===== config.mk =====
export PLATFORM = sky130hd
export DESIGN_NAME = fir_filter_67_tap_top_flat
export DESIGN_NICKNAME = d
export VERILOG_FILES = /design/src/rtl/fir67_pkg.sv /design/src/rtl/fir67_in_if.sv /design/src/rtl/fir67_out_if.sv /design/src/rtl/fir67_cell.sv /design/src/rtl/fir67_mac.sv /design/src/rtl/fir_filter_67_tap_top.sv /design/src/flat_wrapper.sv
export SDC_FILE = /design/constraint.sdc
export NUM_CORES = 2
export LEC_CHECK = 0
export ABC_AREA = 1
export CORE_MARGIN = 4
export CORE_UTILIZATION = 30
export DETAILED_ROUTE_END_ITERATION = 6
export DONT_BUFFER_PORTS = 1
export PLACE_DENSITY = 0.47
export SKIP_LAST_GASP = 1
export SLEW_MARGIN = 10
export SYNTH_ARGS = -nofsm -noshare
export SYNTH_HDL_FRONTEND = slang
export SYNTH_SLANG_ARGS = --single-unit

===== constraint.sdc =====
create_clock -name i_clk -period 6.3 [get_ports i_clk]
set_input_delay 0.63 -clock i_clk [delete_from_list [all_inputs] [get_ports i_clk]]
set_output_delay 0.63 -clock i_clk [all_outputs]
set_load 0.03 [all_outputs]

===== src/rtl/fir67_pkg.sv =====
// Shared widths, types and the Q1.15 tap coefficient table of the 67-tap FIR filter.
package fir67_pkg;

    localparam int SAMPLE_W   = 16;
    localparam int COEF_W     = 16;
    localparam int COEF_IDX_W = 8;
    localparam int COEF_COUNT = 67;

    typedef logic signed [SAMPLE_W-1:0] t_sample;
    typedef logic signed [COEF_W-1:0]   t_coef;

    typedef struct packed {
        logic clr;
        logic mul_en;
        logic acc_en;
    } t_mac_ctrl;

    localparam t_coef TAP_COEF [COEF_COUNT] = '{
         -16'sd510,   -16'sd560,   -16'sd589,   -16'sd591,   -16'sd566,
         -16'sd510,   -16'sd423,   -16'sd308,   -16'sd167,     -16'sd5,
          16'sd172,    16'sd355,    16'sd537,    16'sd708,    16'sd861,
          16'sd987,   16'sd1078,   16'sd1129,   16'sd1135,   16'sd1094,
         16'sd1006,    16'sd872,    16'sd698,    16'sd489,    16'sd254,
            16'sd2,   -16'sd256,   -16'sd508,   -16'sd745,   -16'sd955,
        -16'sd1130,  -16'sd1260,  -16'sd1341,  16'sd31400,  -16'sd1341,
        -16'sd1260,  -16'sd1130,   -16'sd955,   -16'sd745,   -16'sd508,
         -16'sd256,      16'sd2,    16'sd254,    16'sd489,    16'sd698,
          16'sd872,   16'sd1006,   16'sd1094,   16'sd1135,   16'sd1129,
         16'sd1078,    16'sd987,    16'sd861,    16'sd708,    16'sd537,
          16'sd355,    16'sd172,     -16'sd5,   -16'sd167,   -16'sd308,
         -16'sd423,   -16'sd510,   -16'sd566,   -16'sd591,   -16'sd589,
         -16'sd560,   -16'sd510
    };

    function automatic t_coef coef_at(input logic [COEF_IDX_W-1:0] idx);
        t_coef c;
        c = '0;
        if (idx < COEF_IDX_W'(COEF_COUNT)) begin
            c = TAP_COEF[idx[6:0]];
        end
        return c;
    endfunction

endpackage


===== src/rtl/fir67_in_if.sv =====
// Input sample channel: valid/ready handshake carrying one sample a beat.
interface fir67_in_if;
    logic                valid;
    logic                ready;
    fir67_pkg::t_sample  sample_in;

    modport source (output valid, output sample_in, input ready);
    modport sink   (input valid, input sample_in, output ready);
endinterface


===== src/rtl/fir67_out_if.sv =====
// Output sample channel: valid/ready handshake carrying one filtered sample a beat.
interface fir67_out_if;
    logic                valid;
    logic                ready;
    fir67_pkg::t_sample  sample_out;

    modport source (output valid, output sample_out, input ready);
    modport sink   (input valid, input sample_out, output ready);
endinterface


===== src/rtl/fir67_cell.sv =====
// One delay-chain cell: holds a sample and takes its neighbour's value when enabled.
module fir67_cell (
    input  logic               i_clk,
    input  logic               i_rst_n,
    input  logic               i_en,
    input  fir67_pkg::t_sample i_d,
    output fir67_pkg::t_sample o_q
);

    fir67_pkg::t_sample r_q;

    always_ff @(posedge i_clk) begin
        if (!i_rst_n) begin
            r_q <= '0;
        end else if (i_en) begin
            r_q <= i_d;
        end
    end

    assign o_q = r_q;

endmodule


===== src/rtl/fir67_mac.sv =====
// Shared multiply-accumulate with truncation toward zero and 16-bit saturation.
module fir67_mac #(
    parameter int ACC_W     = 40,
    parameter int FRAC_BITS = 15
) (
    input  logic                 i_clk,
    input  fir67_pkg::t_mac_ctrl i_ctrl,
    input  fir67_pkg::t_sample   i_sample,
    input  fir67_pkg::t_coef     i_coef,
    output fir67_pkg::t_sample   o_y
);

    localparam int PROD_W = fir67_pkg::SAMPLE_W + fir67_pkg::COEF_W;
    localparam logic signed [ACC_W-1:0] BIAS    = {{(ACC_W-FRAC_BITS){1'b0}}, {FRAC_BITS{1'b1}}};
    localparam logic signed [ACC_W-1:0] SAT_MAX = ACC_W'(32767);
    localparam logic signed [ACC_W-1:0] SAT_MIN = ACC_W'(-32768);

    logic signed [PROD_W-1:0] r_prod;
    logic signed [ACC_W-1:0]  r_acc;
    logic signed [ACC_W-1:0]  w_biased;
    logic signed [ACC_W-1:0]  w_scaled;

    always_ff @(posedge i_clk) begin
        if (i_ctrl.clr) begin
            r_prod <= '0;
            r_acc  <= '0;
        end else begin
            if (i_ctrl.mul_en) begin
                r_prod <= i_sample * i_coef;
            end
            if (i_ctrl.acc_en) begin
                r_acc <= r_acc + ACC_W'(r_prod);
            end
        end
    end

    // negative sums get a bias so the arithmetic shift rounds toward zero
    assign w_biased = r_acc[ACC_W-1] ? (r_acc + BIAS) : r_acc;
    assign w_scaled = w_biased >>> FRAC_BITS;

    always_comb begin
        priority if (w_scaled > SAT_MAX) begin
            o_y = 16'sh7fff;
        end else if (w_scaled < SAT_MIN) begin
            o_y = 16'sh8000;
        end else begin
            o_y = w_scaled[fir67_pkg::SAMPLE_W-1:0];
        end
    end

endmodule


===== src/rtl/fir_filter_67_tap_top.sv =====
// Top level of the 67-tap symmetric FIR filter for signed 16-bit audio.
// Each accepted sample is shifted into a chain of TAP_COUNT delay cells, then the
// chain rotates once around while a single shared multiplier reads its tail cell
// against the matching Q1.15 coefficient. Each product is registered and then
// added to the accumulator, a drain state adds the last product, and the done
// state moves the truncated, saturated sum to the output register once that register
// is free. No new sample is taken while one is in flight. The next sample is taken
// as soon as the result is moved to the output register, even while that result is
// still waiting to be taken. The delay line reads as zeros after reset.
module fir_filter_67_tap_top #(
    parameter int TAP_COUNT      = 67,
    parameter int COEF_FRAC_BITS = 15
) (
    input  logic         i_clk,
    input  logic         i_rst_n,
    fir67_in_if.sink     i_in,
    fir67_out_if.source  o_out
);

    localparam int STEP_W = $clog2(TAP_COUNT);
    localparam int ACC_W  = fir67_pkg::SAMPLE_W + fir67_pkg::COEF_W + STEP_W + 1;

    typedef enum logic [3:0] {
        S_IDLE  = 4'b0001,
        S_RUN   = 4'b0010,
        S_DRAIN = 4'b0100,
        S_DONE  = 4'b1000
    } t_state;

    t_state                r_state;
    t_state                n_state;
    logic [STEP_W-1:0]     r_step;
    logic [STEP_W-1:0]     n_step;
    logic                  r_out_vld;
    logic                  n_out_vld;
    fir67_pkg::t_sample    r_out_data;

    fir67_pkg::t_sample    w_tap [TAP_COUNT];
    fir67_pkg::t_sample    w_head;
    fir67_pkg::t_sample    w_y;
    fir67_pkg::t_coef      w_coef;
    fir67_pkg::t_mac_ctrl  w_mac_ctrl;
    logic                  w_accept;
    logic                  w_shift_en;
    logic                  w_out_free;

    assign i_in.ready   = (r_state == S_IDLE) && i_rst_n;
    assign w_accept     = i_in.valid && i_in.ready;
    assign w_shift_en   = w_accept || (r_state == S_RUN);
    assign w_head       = (r_state == S_RUN) ? w_tap[TAP_COUNT-1] : i_in.sample_in;
    assign w_out_free   = !r_out_vld || o_out.ready;
    assign w_coef       = fir67_pkg::coef_at(fir67_pkg::COEF_IDX_W'(r_step));

    assign w_mac_ctrl.clr    = w_accept;
    assign w_mac_ctrl.mul_en = (r_state == S_RUN);
    assign w_mac_ctrl.acc_en = (r_state == S_RUN) || (r_state == S_DRAIN);

    for (genvar k = 0; k < TAP_COUNT; k++) begin : g_chain
        fir67_cell u_cell (
            .i_clk   (i_clk),
            .i_rst_n (i_rst_n),
            .i_en    (w_shift_en),
            .i_d     ((k == 0) ? w_head : w_tap[(k == 0) ? 0 : k-1]),
            .o_q     (w_tap[k])
        );
    end

    fir67_mac #(
        .ACC_W     (ACC_W),
        .FRAC_BITS (COEF_FRAC_BITS)
    ) u_mac (
        .i_clk    (i_clk),
        .i_ctrl   (w_mac_ctrl),
        .i_sample (w_tap[TAP_COUNT-1]),
        .i_coef   (w_coef),
        .o_y      (w_y)
    );

    always_comb begin
        n_state   = r_state;
        n_step    = r_step;
        n_out_vld = r_out_vld && !o_out.ready;
        unique case (r_state)
            S_IDLE: begin
                if (w_accept) begin
                    n_state = S_RUN;
                    n_step  = STEP_W'(TAP_COUNT - 1);
                end
            end
            S_RUN: begin
                n_step = r_step - 1'b1;
                if (r_step == '0) begin
                    n_state = S_DRAIN;
                end
            end
            S_DRAIN: begin
                n_state = S_DONE;
            end
            S_DONE: begin
                if (w_out_free) begin
                    n_state   = S_IDLE;
                    n_out_vld = 1'b1;
                end
            end
            default: begin
                n_state = S_IDLE;
            end
        endcase
    end

    always_ff @(posedge i_clk) begin
        if (!i_rst_n) begin
            r_state   <= S_IDLE;
            r_step    <= '0;
            r_out_vld <= 1'b0;
        end else begin
            r_state   <= n_state;
            r_step    <= n_step;
            r_out_vld <= n_out_vld;
        end
    end

    always_ff @(posedge i_clk) begin
        if ((r_state == S_DONE) && w_out_free) begin
            r_out_data <= w_y;
        end
    end

    assign o_out.valid      = r_out_vld;
    assign o_out.sample_out = r_out_data;

endmodule


===== src/flat_wrapper.sv =====
// flat-port wrapper written by rule: the top's interface ports become plain ports
module fir_filter_67_tap_top_flat 
#(
    parameter int TAP_COUNT      = 67,
    parameter int COEF_FRAC_BITS = 15
)
  (i_clk, i_rst_n, i_in_valid, i_in_sample_in, i_in_ready, o_out_valid, o_out_sample_out, o_out_ready);
  fir67_in_if i_in_i ();
  fir67_out_if o_out_i ();
  input  logic i_clk;
  input  logic i_rst_n;
  input wire logic [$bits(i_in_i.valid)-1:0] i_in_valid;
  input wire logic [$bits(i_in_i.sample_in)-1:0] i_in_sample_in;
  output wire logic [$bits(i_in_i.ready)-1:0] i_in_ready;
  output wire logic [$bits(o_out_i.valid)-1:0] o_out_valid;
  output wire logic [$bits(o_out_i.sample_out)-1:0] o_out_sample_out;
  input wire logic [$bits(o_out_i.ready)-1:0] o_out_ready;
  assign i_in_i.valid = i_in_valid;
  assign i_in_i.sample_in = i_in_sample_in;
  assign i_in_ready = i_in_i.ready;
  assign o_out_valid = o_out_i.valid;
  assign o_out_sample_out = o_out_i.sample_out;
  assign o_out_i.ready = o_out_ready;
  fir_filter_67_tap_top #(.TAP_COUNT(TAP_COUNT), .COEF_FRAC_BITS(COEF_FRAC_BITS)) u_core (.i_clk(i_clk), .i_rst_n(i_rst_n), .i_in(i_in_i), .o_out(o_out_i));
endmodule

After elaboration in Yosys (flattened, before gate mapping)
Memories as Yosys holds them, arrays and structs flattened.
Cells that the tools add are included.
{"block": "word_totals", "regBits": 1172, "romBits": 2048, "memories": 1, "input_bits": 20, "out_inout_bits": 18, "elab_cells": 117}
{"block": "op_classes", "magnitude_cmp": 4, "mux": 14, "bitwise": 1, "multipliers": 1, "reduce_logical": 13, "add_sub_neg": 3, "n_eq_ne": 7}
{"name": "(name not given)", "words": 128, "width": 16, "read_ports": 1, "rd_clocked_by_memory_dff": 0, "write_ports": 0, "line": "fir67_pkg.sv:39", "text": "c = TAP_COEF[idx[6:0]];"}
{"cell": "$mux W16", "count": 5}
{"cell": "$add A40 B16 Y40 const B", "count": 1}
{"cell": "$add A40 B32 Y40", "count": 1}
{"cell": "$mux W40", "count": 1}
{"cell": "$mul A16 B16 Y32", "count": 1}
{"cell": "$gt A25 B16 Y1 const B", "count": 1}
{"cell": "$lt A25 B16 Y1 const B", "count": 1}
{"cell": "$pmux W4 S4", "count": 1}
{"cell": "$pmux W7 S2", "count": 1}
{"cell": "$mux W4", "count": 3}
{"cell": "$ge A8 B8 Y1 const B", "count": 1}
{"cell": "$not A7 Y8", "count": 1}
{"cell": "$logic_not A7 Y1", "count": 1}
{"cell": "$lt A7 B7 Y1 const B", "count": 1}
{"cell": "$mux W7", "count": 1}
{"cell": "$sub A7 B1 Y7 const B", "count": 1}
{"cell": "$ne A2 B1 Y1 const B", "count": 3}
{"cell": "$eq A4 B1 Y1 const B", "count": 1}
{"cell": "$eq A4 B2 Y1 const B", "count": 1}
{"cell": "$eq A4 B3 Y1 const B", "count": 1}
{"cell": "$eq A4 B4 Y1 const B", "count": 1}
{"cell": "$logic_and A1 B1 Y1", "count": 4}
{"cell": "$logic_or A1 B1 Y1", "count": 3}
{"cell": "$reduce_and A3 Y1", "count": 1}
{"cell": "other kinds (4)", "count": 6}

Depth between registers and ports, before layout
{"block": "depth", "ltp_word": 6, "mapped_depth": 40, "mapped_depth_nobuf": 38}

Modules after synthesis
From an unflattened synthesis, not the netlist that was laid out.
{"block": "unflattened", "cells_unflattened": 9680, "hier_area_um2": 64747.1}
{"module": "fir67_cell", "instances": 67, "cells_each": 101, "area_per_inst_um2": 674.4}
{"module": "fir67_mac", "instances": 1, "cells_each": 2482, "area_per_inst_um2": 16955.0}
{"module": "fir_filter_67_tap_top", "instances": 1, "cells_each": 431, "area_per_inst_um2": 2607.5}

Worst setup path before layout
No wires, ideal clock.
{"block": "synth_path", "kind": "register to register", "from": "register u_core.r_step[1]", "to": "register u_core.u_mac.r_prod[31]", "n_path_buf": 1, "setup_time_ns": 0.114, "path_stages_with_launch": 32, "t_arrival_ns": 6.764, "setup_slack_ns": -0.578, "path_cell_list": "dfxtp_1 > buf_2 > inv_1 > ha_1 > nand2_1 > inv_1 > nor3_1 > o21ai_0 > o211ai_1 > o311ai_1 > nand2_1 > nor2_1 > inv_1 > fa_1 > fa_1 > inv_1 > fa_1 > fa_1 > fa_1 > inv_1 > fa_1 > inv_1 > ha_1 > nand2_1 > nor2_1 > and3_1 > nand4_1 > nand3_1 > a21o_1 > and2_1 > o21bai_1 > inv_1"}
{"block": "synth_between", "elab_chain_len": 6, "word_cells_on_any_way": 7, "cone_classes": "mul (1); order compare (1); mux (3); bitwise (1); memory (1)"}
{"element": "start, declared", "line": "fir_filter_67_tap_top.sv:32", "text": "logic [STEP_W-1:0] r_step;"}
{"element": "start signal, assigned", "line": "fir_filter_67_tap_top.sv:118", "text": "r_step <= n_step;"}
{"element": "$not A7 Y8 (implied by the code)", "line": "fir67_pkg.sv:39"}
{"element": "$mem_v2 Z128 W16"}
{"element": "$mux W16 (implied by the code) (2 in series)", "line": "fir67_pkg.sv:39"}
{"element": "$mux W16 *", "line": "fir67_pkg.sv:38", "text": "if (idx < COEF_IDX_W'(COEF_COUNT)) begin"}
{"element": "$mul A16 B16 Y32 *", "line": "fir67_mac.sv:29", "text": "r_prod <= i_sample * i_coef;"}
{"element": "end signal, assigned", "line": "fir67_mac.sv:29"}
{"element": "end, declared", "line": "fir67_mac.sv:18", "text": "logic signed [PROD_W-1:0] r_prod;"}
Every way passes the cells marked *; elsewhere a longest branch is shown, timed or not. The select of a mux whose other input is x is not followed.
A chain may end at the register's enable or synchronous reset.

Final worst setup path
{"block": "layout_path", "from": "register u_core.r_step[1]", "to": "register u_core.u_mac.r_prod[28]"}
Same word-level chain as after synthesis.

==> results.sh <==
export IMPL_sequentialPowerShare=0.283
export IMPL_grt_antenna_before_repair=3
export IMPL_synth_top_area_frac=0.4207
export IMPL_status="finished, violations left"
export IMPL_postSynthCellCount=7239
export IMPL_drc=10
export IMPL_placed_cells=9478
export IMPL_crit_buf_inv=12
export IMPL_synth_most_common_cell="nor2_1"
export IMPL_synth_top_cell_by_area="dfxtp_1"
export IMPL_vias=45540
export IMPL_worstPathArrival_ns=7.39
export IMPL_p_sw_uw=11350
export IMPL_dieArea_um2=190300
export IMPL_cts_buffer_depth=3
export IMPL_violations="DRC, setup timing"
export IMPL_postLayoutSetupSlackWorst_ns=-0.4365
export IMPL_clk_latency_ns=0.76
export IMPL_period_share=1.069
export IMPL_post_place_ws_ns=-1.083
export IMPL_drive_gt1_frac=0.1363
export IMPL_grt_overflow=0
export IMPL_synth_seq_cells=1172
export IMPL_syn_to_final_growth_pct=20.09
export IMPL_crit_path_end_kind="flop"
export IMPL_wl_per_cell_um=14.67
export IMPL_ant_nets=0
export IMPL_crit_type="reg2reg"
export IMPL_hold_violations=0
export IMPL_synthTopCellsByArea="dfxtp_1 42%, nor2_1 16%, o21ai_0 11%"
export IMPL_grt_usage=0.1472
export IMPL_clkPwrFrac=0.254
export IMPL_grt_setup_unrepaired="yes"
export IMPL_synth_nets=7655
export IMPL_synth_main_ff_cell="dfxtp_1"
export IMPL_cp_slowest_cell="fa_2"
export IMPL_die_h_um=436.2
export IMPL_io_pins=38
export IMPL_fmax_ghz=0.1484
export IMPL_viasPerCell=4.641
export IMPL_start_util=0.3031
export IMPL_pwr_density_cell_nw_per_um2=458.2
export IMPL_drt_iter0_drc=3464
export IMPL_path_max_fanout=5
export IMPL_htree_levels=4
export IMPL_grt_pass1_wl_mm=235.5
export IMPL_synth_edf_count=16
export IMPL_grt_pass1_vias=44770
export IMPL_ys_types=63
export IMPL_place_area_um2=58940
export IMPL_wl_mm=144.0
export IMPL_worstSetupStartpointType="flop"
export IMPL_hpwl_mm=92.60
export IMPL_root_buffer="clkbuf_16"
export IMPL_syn_avg_cell_area_um2=7.600
export IMPL_cts_sinks=1172
export IMPL_worstHoldPathType="in2reg"
export IMPL_fin_skew_ns=0.04887
export IMPL_ir_drop_v=0.0006846
export IMPL_worst_slew_pin_slew_ns=1.116
export IMPL_cts_tree="built"
export IMPL_p_int_uw=18930
export IMPL_switching_share=0.3748
export IMPL_path_common_cell="buf_6"
export IMPL_async_flop_share=0
export IMPL_pwr_share_comb=0.463
export IMPL_fin_crit_ns=6.736
export IMPL_crit_family="adder cells"
export IMPL_ys_seq_area_frac=0.4294
export IMPL_max_stage_delay_ns=0.60
export IMPL_fin_nets=7753
export IMPL_core_rowCount=156
export IMPL_cp_required_ns=6.95
export IMPL_grt_max_degree=1075
export IMPL_design_area_um2=66070
export IMPL_die_width_um=436.2
export IMPL_p_leak_uw=0.03031
export IMPL_final_max_slew_violation_count=0
export IMPL_slew_limit_headroom=0.2561
export IMPL_path_clk_slew_ns=0.06
export IMPL_firstDrtPassIters=7
export IMPL_synth_area_um2=55010
export IMPL_maxCapViolCount=0
export IMPL_gp_congestion=0.8893
export IMPL_core_area_um2=181500
export IMPL_synth_warnings=0
export IMPL_io_buffers=0
export IMPL_fin_cells=9813
export IMPL_numCtsBuffers=133
export IMPL_synthTopCellsByCount="2400 x nor2_1, 1187 x o21ai_0, 1156 x dfxtp_1"
export IMPL_setup_viol=20
## sequential cells by signal (all words and copies together) (netlist names)
register                   count
u_core.r_state                 4
u_core.o_out.valid             1
u_core.u_mac.r_acc            40
u_core.u_mac.r_prod           32
u_core.r_step                  7
u_core.g_chain.u_cell.o_q   1072
u_core.o_out.sample_out       16
## power by group through the flow
stage	combinational, µW	sequential (µW)	clock, µW
3_3_place_gp	10700	8720	0
3_5_place_dp	10700	8720	0
6_report	14000	8560	7700
4_1_cts	12600	8570	8010
5_1_grt	15500	8650	8290
2_1_floorplan	6500	8580	0
## per-stage QoR
| step | utilization | TNS (ns) | hold slack, ns | power, µW |
|---|---|---|---|---|
| floorplan | - | -0.03023 | 0.4277 | 15070 |
| global placement | 0.3247 | -17.81 | 0.4583 | 19410 |
| detailed placement | 0.3247 | -16.76 | 0.4619 | 19370 |
| CTS | 0.3576 | -6.038 | 0.009520 | 29220 |
| global route | 0.3640 | -11.83 | 0.01517 | 32390 |
| finish | 0.3640 | -5.983 | 0.03307 | 30280 |
## worst reg2reg max path, delay by kind of cell, from the launching register on
kind                     cells  cell delay, ns
AO/OA/AOI/OAI                3            0.40
adder cells (fa/ha/maj)      8            3.78
buffers and inverters       12            1.06
flip-flops                   1            0.40
AND/OR/NAND/NOR              9            1.04
## final timing paths
kind / from / endpoint / slack (ns) / depth (start not counted)
worst max-delay path: u_core.r_step[1]$_SDFFE_PN0P_ / u_core.u_mac.r_prod[28]$_SDFFE_PP0P_ / -0.44 / 32
worst min register to register: u_core.g_chain[32].u_cell.o_q[8]$_SDFFE_PN0P_ / u_core.g_chain[33].u_cell.o_q[8]$_SDFFE_PN0P_ / 0.45 / 2
worst max register to register: u_core.r_step[1]$_SDFFE_PN0P_ / u_core.u_mac.r_prod[28]$_SDFFE_PP0P_ / -0.44 / 32
worst min-delay path: i_rst_n / u_core.g_chain[0].u_cell.o_q[6]$_SDFFE_PN0P_ / 0.03 / 2
## routing by layer
metal	vias up	part of all wire	GRT usage
met2	519	0.46	0.2437
met4	0	0.031	0.05001
met1	21680	0.48	0.1988
met5	-	0	0
met3	210	0.028	0.01749
li1	23140	-	-
## layout make-up
| cell class | instances | area, µm² |
|---|---|---|
| fillers | 18970 | 115500 |
| diodes | 3 | 7.507 |
| well taps | 2370 | 2965 |
| multi-input cells | 5028 | 29030 |
| inverters | 610 | 2345 |
| repair buffers | 392 | 3669 |
| clock buffers | 193 | 3864 |
| flip-flops and latches | 1172 | 23640 |
| clock inverters | 45 | 550.5 |
## repair_timing
item	in CTS	in global routing
hold buffers	12	1
pin swaps	170	145
gates resized for setup	288	207
setup buffers	45	38
cloned	0	1
hold endpoints to repair	11	5
endpoints found under the setup margin	23	24
## cell usage in the layout (no fill, tap or decap), types with 29 or more instances in the layout
| cell | Yosys | routed |
|---|---|---|
| a21oi_1 | 162 | 131 |
| buf_12 | 2 | 33 |
| buf_4 | 8 | 291 |
| buf_6 | 1 | 48 |
| clkbuf_1 | 278 | 29 |
| clkbuf_16 | 0 | 134 |
| clkbuf_8 | 0 | 31 |
| dfxtp_1 | 1156 | 1152 |
| fa_1 | 257 | 232 |
| ha_1 | 139 | 102 |
| ha_4 | 0 | 34 |
| inv_1 | 592 | 522 |
| inv_2 | 9 | 64 |
| nand2_1 | 464 | 413 |
| nand2_2 | 25 | 62 |
| nand3_1 | 101 | 90 |
| nor2_1 | 2400 | 2337 |
| nor2_2 | 8 | 42 |
| nor2_4 | 4 | 33 |
| o21ai_0 | 1187 | 1153 |
| o21ai_1 | 13 | 29 |
## kinds of logic after synthesis
| group | Yosys count | synth area share |
|---|---|---|
| compound gates | 1493 | 0.1423 |
| xor+xnor | 56 | 0.008915 |
| fa+ha+maj | 396 | 0.1251 |
| buf+inv | 1039 | 0.07512 |
| flops | 1172 | 0.4294 |
| simple gates | 3083 | 0.2192 |
Note: power is estimated with default switching activity, not from simulation.
